$ cat config.mk
export PLATFORM = sky130hd
export DESIGN_NAME = skht_hash
export DESIGN_NICKNAME = d
export VERILOG_FILES = /design/src/sv/skht_pkg.sv /design/src/sv/skht_hash.sv
export SDC_FILE = /design/constraint.sdc
export NUM_CORES = 1
export LEC_CHECK = 0
export ABC_CLOCK_PERIOD_IN_PS = 12900
export BUFFER_PORTS_ARGS = -buffer_cell sky130_fd_sc_hd__buf_2
export CAP_MARGIN = 5
export CORE_ASPECT_RATIO = 2
export CORE_MARGIN = 2
export CORE_UTILIZATION = 50
export CTS_CLUSTER_SIZE = 8
export DETAILED_ROUTE_END_ITERATION = 12
export GPL_ROUTABILITY_DRIVEN = 0
export PLACE_DENSITY = 0.8
export SYNTH_ARGS = -nofsm -noshare
export SYNTH_HDL_FRONTEND = slang
export SYNTH_SLANG_ARGS = --single-unit
export TNS_END_PERCENT = 30
$ cat constraint.sdc
create_clock -name clk -period 12.9 [get_ports clk]
set_input_delay 1.935 -clock clk [delete_from_list [all_inputs] [get_ports clk]]
set_output_delay 1.935 -clock clk [all_outputs]
set_load 0.01 [all_outputs]
$ cat src/sv/skht_pkg.sv
// Shared types, constants and key folding for the string key hash table.
// No dependencies; compile first.
package skht_pkg;

  localparam int KindW     = 2;
  localparam int KeyW      = 64;
  localparam int ValW      = 32;
  localparam int StatW     = 2;
  localparam int LiveW     = 7;
  localparam int LimitW    = 7;
  localparam int KeyBytes  = 8;
  localparam int SLOTS_DEF = 64;

  localparam logic [LimitW-1:0] LimitReset = 7'd45;
  localparam logic [31:0]       FnvOffset  = 32'd2166136261;
  localparam logic [31:0]       FnvPrime   = 32'd16777619;

  typedef enum logic [KindW-1:0] {
    KIND_LOOKUP = 2'd0,
    KIND_ADD    = 2'd1,
    KIND_REMOVE = 2'd2,
    KIND_CLEAR  = 2'd3
  } skht_kind_t;

  typedef enum logic [StatW-1:0] {
    STAT_OK   = 2'd0,
    STAT_MISS = 2'd1,
    STAT_FULL = 2'd2
  } skht_status_t;

  typedef enum logic [1:0] {
    MARK_EMPTY = 2'd0,
    MARK_USED  = 2'd1,
    MARK_TOMB  = 2'd2
  } skht_mark_t;

  typedef struct packed {
    skht_mark_t             mark;
    logic [KeyW-1:0]        key;
    logic [ValW-1:0]        handler;
  } skht_slot_t;

  typedef enum logic [2:0] {
    ST_SWEEP,
    ST_IDLE,
    ST_HASH,
    ST_WALK,
    ST_DONE
  } skht_state_t;

  typedef enum logic [1:0] {
    HS_IDLE,
    HS_HASH,
    HS_MOD
  } skht_hash_st_t;

  // Keep bytes up to the first zero byte, fold A-Z to a-z, clear the rest.
  function automatic logic [KeyW-1:0] fold_key(input logic [KeyW-1:0] raw);
    logic [KeyW-1:0] k;
    logic            stop;
    logic [7:0]      b;
    k    = '0;
    stop = 1'b0;
    for (int i = 0; i < 8; i++) begin
      b = raw[8*i +: 8];
      if (i >= KeyBytes || b == 8'd0) stop = 1'b1;
      if (!stop) begin
        if (b >= 8'h41 && b <= 8'h5A) b = b + 8'h20;
        k[8*i +: 8] = b;
      end
    end
    return k;
  endfunction

endpackage

$ cat src/sv/skht_hash.sv
// FNV-1a hash of a folded key, one byte per cycle, then reduction to a home slot.
// Depends on skht_pkg.
module skht_hash #(
  parameter int SLOTS = skht_pkg::SLOTS_DEF
) (
  input  logic                      clk,
  input  logic                      rst_n,
  input  logic                      start_i,
  input  logic [skht_pkg::KeyW-1:0] key_i,
  output logic                      done_o,
  output logic [$clog2(SLOTS)-1:0]  home_o
);
  import skht_pkg::*;

  localparam int IdxW      = $clog2(SLOTS);
  localparam int RemW      = IdxW + 1;
  localparam bit SlotsPow2 = ((SLOTS & (SLOTS - 1)) == 0);

  skht_hash_st_t   hst_r, hst_nxt;
  logic [KeyW-1:0] key_sh_r, key_sh_nxt;
  logic [31:0]     hash_r, hash_nxt;
  logic [IdxW-1:0] rem_r, rem_nxt;
  logic [2:0]      mod_cnt_r, mod_cnt_nxt;
  logic            done_r, done_nxt;
  logic [IdxW-1:0] home_r, home_nxt;
  logic [31:0]     mix;
  logic [IdxW-1:0] rem_step;

  assign mix = (hash_r ^ {24'd0, key_sh_r[7:0]}) * FnvPrime;

  // Four restoring steps of hash mod SLOTS, most significant bits first.
  always_comb begin : mod_steps
    logic [RemW-1:0] t;
    logic [IdxW-1:0] r;
    r = rem_r;
    for (int j = 0; j < 4; j++) begin
      t = {r, hash_r[31-j]};
      if (t >= RemW'(SLOTS)) t = t - RemW'(SLOTS);
      r = t[IdxW-1:0];
    end
    rem_step = r;
  end

  always_comb begin : hash_next_state
    hst_nxt = hst_r;
    case (hst_r)
      HS_IDLE: if (start_i) hst_nxt = HS_HASH;
      HS_HASH: if (key_sh_r[7:0] == 8'd0) hst_nxt = SlotsPow2 ? HS_IDLE : HS_MOD;
      HS_MOD:  if (mod_cnt_r == 3'd7) hst_nxt = HS_IDLE;
      default: hst_nxt = HS_IDLE;
    endcase
  end

  always_comb begin : hash_datapath
    key_sh_nxt  = key_sh_r;
    hash_nxt    = hash_r;
    rem_nxt     = rem_r;
    mod_cnt_nxt = mod_cnt_r;
    home_nxt    = home_r;
    done_nxt    = 1'b0;
    case (hst_r)
      HS_IDLE: begin
        if (start_i) begin
          key_sh_nxt = key_i;
          hash_nxt   = FnvOffset;
        end
      end
      HS_HASH: begin
        // Folded key is zero after its last byte: stop at the first zero byte.
        if (key_sh_r[7:0] == 8'd0) begin
          if (SlotsPow2) begin
            done_nxt = 1'b1;
            home_nxt = hash_r[IdxW-1:0];
          end else begin
            rem_nxt     = '0;
            mod_cnt_nxt = 3'd0;
          end
        end else begin
          hash_nxt   = mix;
          key_sh_nxt = key_sh_r >> 8;
        end
      end
      HS_MOD: begin
        rem_nxt     = rem_step;
        hash_nxt    = hash_r << 4;
        mod_cnt_nxt = mod_cnt_r + 3'd1;
        if (mod_cnt_r == 3'd7) begin
          done_nxt = 1'b1;
          home_nxt = rem_step;
        end
      end
      default: begin
        done_nxt = 1'b0;
      end
    endcase
  end

  always_ff @(posedge clk) begin
    if (!rst_n) begin
      hst_r  <= HS_IDLE;
      done_r <= 1'b0;
    end else begin
      hst_r  <= hst_nxt;
      done_r <= done_nxt;
    end
  end

  always_ff @(posedge clk) begin
    key_sh_r  <= key_sh_nxt;
    hash_r    <= hash_nxt;
    rem_r     <= rem_nxt;
    mod_cnt_r <= mod_cnt_nxt;
    home_r    <= home_nxt;
  end

  assign done_o = done_r;
  assign home_o = home_r;

endmodule

# After elaboration in Yosys (flattened, before gate mapping)
# Index checks and enable logic that the tools add are counted.
[op_classes]
n_addsub = 5
n_mul = 1
order_cmp = 4
n_eq_ne = 7
n_mux = 20
bitwise_logic = 1
reduce_logical = 9
[op_table]
columns = ["cell", "n"]
rows = [
  ["two-way mux 64 bit", 2],
  ["case mux 64 bit (2 select lines)", 1],
  ["case mux 32 bit (3 select lines)", 1],
  ["two-way mux 32 bit", 2],
  ["two-way mux 6 bit", 6],
  ["multiplier 32 x 25 -> 32 bit, second input constant", 1],
  ["bitwise XOR 32 x 8 -> 32 bit", 1],
  [">= comparator 7 bit, second input constant", 4],
  ["subtractor 6 x 1 -> 6 bit, second input constant", 4],
  ["case mux 6 bit (2 select lines)", 1],
  ["AND reduction 3 bit", 4],
  ["zero test 8 bit", 1],
  ["!= test 2 bit, second input constant", 4],
  ["two-way mux 2 bit", 3],
  ["case mux 2 bit (3 select lines)", 1],
  ["nonzero test 2 bit", 2],
  ["adder 3 x 1 -> 3 bit, second input constant", 1],
  ["== test 3 bit, second input constant", 1],
  ["nonzero test 3 bit", 1],
  ["== test 2 x 1 -> 1 bit, second input constant", 1],
  ["== test 2 bit, second input constant", 1],
  ["zero test 2 bit", 1],
  ["two-way mux 1 bit", 2],
  ["case mux 1 bit (2 select lines)", 1],
]
[word_totals]
reg_bits = 114
input_bits = 67
out_inout_bits = 7
elab_cells = 54

# Depth between registers and ports, before layout
[depth]
depth_word = 10
mapped_depth = 10
ltp_nobuf = 10

# Worst setup path after synthesis
# No wires, ideal clock.
[synth_path]
path_kind = "input port to flip-flop"
start = "input start_i"
end = "register hash_r[0] (enable)"
setup_time_ns = 0.498
arrival_time_ns = 4.916
slack_ns = 7.486
cell_stages = 2
path_cell_list = "nor2_1 -> nor2_1"
[synth_between]
elab_chain_len = 2
[synth_lines]
columns = ["item", "line", "rtl"]
rows = [
  ["start, declared", "skht_hash.sv:8", "input logic start_i,"],
  ["!= test 2 bit (no line)", "n/a", ""],
  ["AND reduction 3 bit (no line)", "n/a", ""],
  ["end signal, assigned", "skht_hash.sv:110", "hash_r <= hash_nxt;"],
  ["end, declared", "skht_hash.sv:21", "logic [31:0] hash_r, hash_nxt;"],
]
# Every way passes these cells.
# A chain may end at the register's enable or synchronous reset.

# Worst setup path in the final report
[layout_path]
start = "register hash_r[0]"
end = "register hash_r[5], data pin"
[layout_between]
elab_chain_len = 4
[layout_lines]
columns = ["item", "line", "rtl"]
rows = [
  ["bitwise XOR 32 x 8 -> 32 bit", "skht_hash.sv:29", "assign mix = (hash_r ^ {24'd0, key_sh_r[7:0]}) * FnvPrime;"],
  ["multiplier 32 x 25 -> 32 bit", "skht_hash.sv:29", ""],
  ["two-way mux 32 bit", "skht_hash.sv:70", "if (key_sh_r[7:0] == 8'd0) begin"],
  ["case mux 32 bit (3 select lines)", "skht_hash.sv:61", "case (hst_r)"],
]
# Every way passes these cells. The select of a mux whose other input is x is not followed.

==> impl_metrics.json <==
{
  "core_um2": 6570,
  "post_cts_buffers": 0,
  "io_pins": 74,
  "vias": 1810,
  "synth_cell_types": 24,
  "maxSlewViolCount": 0,
  "synth_most_common_cell": "edfxtp_1",
  "skew_ps": 5.13,
  "wl_per_cell_um": 14.6,
  "reg2reg_depth": 10,
  "maxCapViolations": 0,
  "r2r_end": "hash_r[5]$_SDFFCE_PN0P_",
  "grt_use_total": 0.159,
  "insertedDiodeCount": 0,
  "holdPathEnd": "home_o[1]$_DFFE_PP_",
  "fp-row-count": 42,
  "worstPathMaxFanout": 4,
  "use_met3": 0.0484,
  "use_met1": 0.162,
  "drt_iter0_markers": 54,
  "hold_depth": 0,
  "setup_violations": 0,
  "worstMarginPinSlew_ps": 871,
  "relSlewSlack": 0.419,
  "p_per_area_nw_per_um2": 166,
  "drive_gt1_frac": 0.535,
  "viasPerCell": 5.01,
  "hold_path.class": "flop to flop",
  "ctsHoldBuffers": 0,
  "worstPathArrival_ps": 3230,
  "fp.dieW_um": 62.3,
  "synth_area_um2": 3390,
  "cts-root-buf": "clkbuf_16",
  "drt_wl_total_mm": 5.26,
  "crit_path_end_kind": "flop",
  "htree_levels": 3,
  "path_clk_slew_ps": 50,
  "synth.area.top_cells": "edfxtp_1, mux2_2, ha_1, xnor2_1, nor2b_1",
  "die_area_um2": 7500,
  "startpoint_type": "flop",
  "p_leak_nw": 1.60,
  "synth_edf_count": 76,
  "r2r_setup_slack_ps": 9840,
  "antenna_found_initial": 0,
  "fmaxAchievable_mhz": 327,
  "reg2reg_from": "hash_r[0]$_SDFFCE_PN1P_",
  "syn_area_per_cell_um2": 17.8,
  "rsz0062_at_grt": "false",
  "fill_cells": 509,
  "synth_cells": 191,
  "top_usage_layer": "met2",
  "postLayoutCoreUtil": 0.629,
  "ff_latch_area_um2": 2320,
  "first_pass_iters": 4,
  "cts.sinks": 78,
  "synth_ff_type": "edfxtp_1",
  "grt_start_max_net_pins": 74,
  "hp-start": "hash_r[1]$_SDFFCE_PN0P_",
  "grt_pass1_wl_mm": 8.63,
  "final_nets": 345,
  "crit_type": "flop to flop",
  "drc_errors": 0,
  "fin_crit_ps": 3060,
  "port_buffers": 73,
  "fin_setup_tns_ps": 0,
  "start_util": 0.517,
  "critPathLaunch": "hash_r[0]$_SDFFCE_PN1P_",
  "cts_tree": "done",
  "cts_buffers": 9,
  "cts.repair.resized": 0,
  "layout_worst_path_cycle_share": 0.237,
  "syn-num-nets": 267,
  "ys_ff_latch": 78,
  "overflow": 0,
  "fp.dieH_um": 121,
  "clk_latency_ps": 330,
  "seq_area_frac_synth": 0.684,
  "synth_top_cell_area_share": 0.673,
  "synth-async-reset-ratio": 0,
  "grt_pass1_vias": 1903,
  "status": "completed",
  "ys_top_cells_by_count": "edfxtp_1, mux2_2, ha_1, nor2b_1, xnor2_1",
  "global_route.usage.met2": 0.273,
  "hold_viol_final": 0,
  "fin_hold_ws_ps": 470,
  "multi_input_area_um2": 1030,
  "crit_required_ps": 13070,
  "max-vdd-ir-drop_v": 0.0000994,
  "yosysTopAreaCell": "edfxtp_1",
  "cts.path.max_buffers": 2,
  "antenna_left": 0,
  "syn2layout_area_growth_pct": 21.7,
  "synth_warnings": 0
}
-- metrics by stage --
step | setup slack (ps) | area, µm² | total power [mW] | std cells
6_report | 9840 | 4130 | 0.688 | 361
3_3_place_gp | 9630 | 3860 | 0.449 | 346
3_5_place_dp | 9590 | 3860 | 0.461 | 346
4_1_cts | 9840 | 4130 | 0.697 | 361
5_1_grt | 9630 | 4130 | 0.721 | 361
2_1_floorplan | 7490 | 3390 | 0.422 | 191
-- area by class of cell --
| class | instances | share of cell area |
|---|---|---|
| flip-flops and latches | 78 | 0.563 |
| multi-input cells | 102 | 0.250 |
| clock buffers | 13 | 0.0582 |
| repair buffers | 75 | 0.0921 |
| well taps | 88 | 0.0267 |
| clock inverters | 2 | 0.00818 |
| inverters | 3 | 0.00273 |
-- placed cells by master (no fill, tap or decap), types with 2 or more instances in the layout --
cell,Yosys,routed
clkbuf_1,2,4
clkbuf_16,0,9
nor2b_1,8,8
nor2_1,3,2
buf_4,0,2
ha_1,8,8
and2_1,4,4
edfxtp_1,76,76
inv_1,3,3
nand2_1,2,2
xor2_1,3,3
buf_2,5,73
xnor2_1,8,8
mux2_2,56,56
-- critical path, cell delays in order (launching register included) --
cell and delay (ps):
edfxtp_1 400, xnor2_1 320, inv_1 130, xnor2_1 250
ha_1 270, ha_1 330, fa_1 450, xnor2_1 220
xnor2_1 160, xnor2_1 150, mux2i_1 210
-- sequential cells by signal, summed over array words and instances (netlist names) --
name,flops
home_o,6
done_o,1
key_sh_r,64
hash_r,6
hst_r,1
-- where the power goes --
| group | internal [mW] | total [mW] | switching (mW) |
|---|---|---|---|
| Sequential | 0.316 | 0.326 | 0.00995 |
| Clock | 0.148 | 0.234 | 0.0862 |
| Combinational | 0.0680 | 0.127 | 0.0590 |
-- layer usage --
metal / part of all wire / routed length (µm)
met1: 0.36 / 1910
met2: 0.54 / 2850
met3: 0.061 / 319
met4: 0.033 / 176
met5: 0 / 0
-- worst max-delay path by stage --
| stage | to |
|---|---|
| after floorplan | hash_r[0]$_SDFFCE_PN1P_ |
| after global placement | key_sh_r[32]$_DFFE_PP_ |
| after detailed placement | key_sh_r[49]$_DFFE_PP_ |
| after CTS | hash_r[5]$_SDFFCE_PN0P_ |
| after global routing | hash_r[5]$_SDFFCE_PN0P_ |
| final | hash_r[5]$_SDFFCE_PN0P_ |
-- cell families after synthesis --
group | Yosys count | share of synthesized area
flip-flops | 78 | 0.684
multiplexers | 57 | 0.189
AND/OR/NAND/NOR | 23 | 0.0446
XOR/XNOR | 11 | 0.0284
buffers and inverters | 11 | 0.0140
adder cells (fa/ha/maj) | 9 | 0.0354
AO/OA/AOI/OAI | 2 | 0.00442
(Power assumes the default switching activity.)
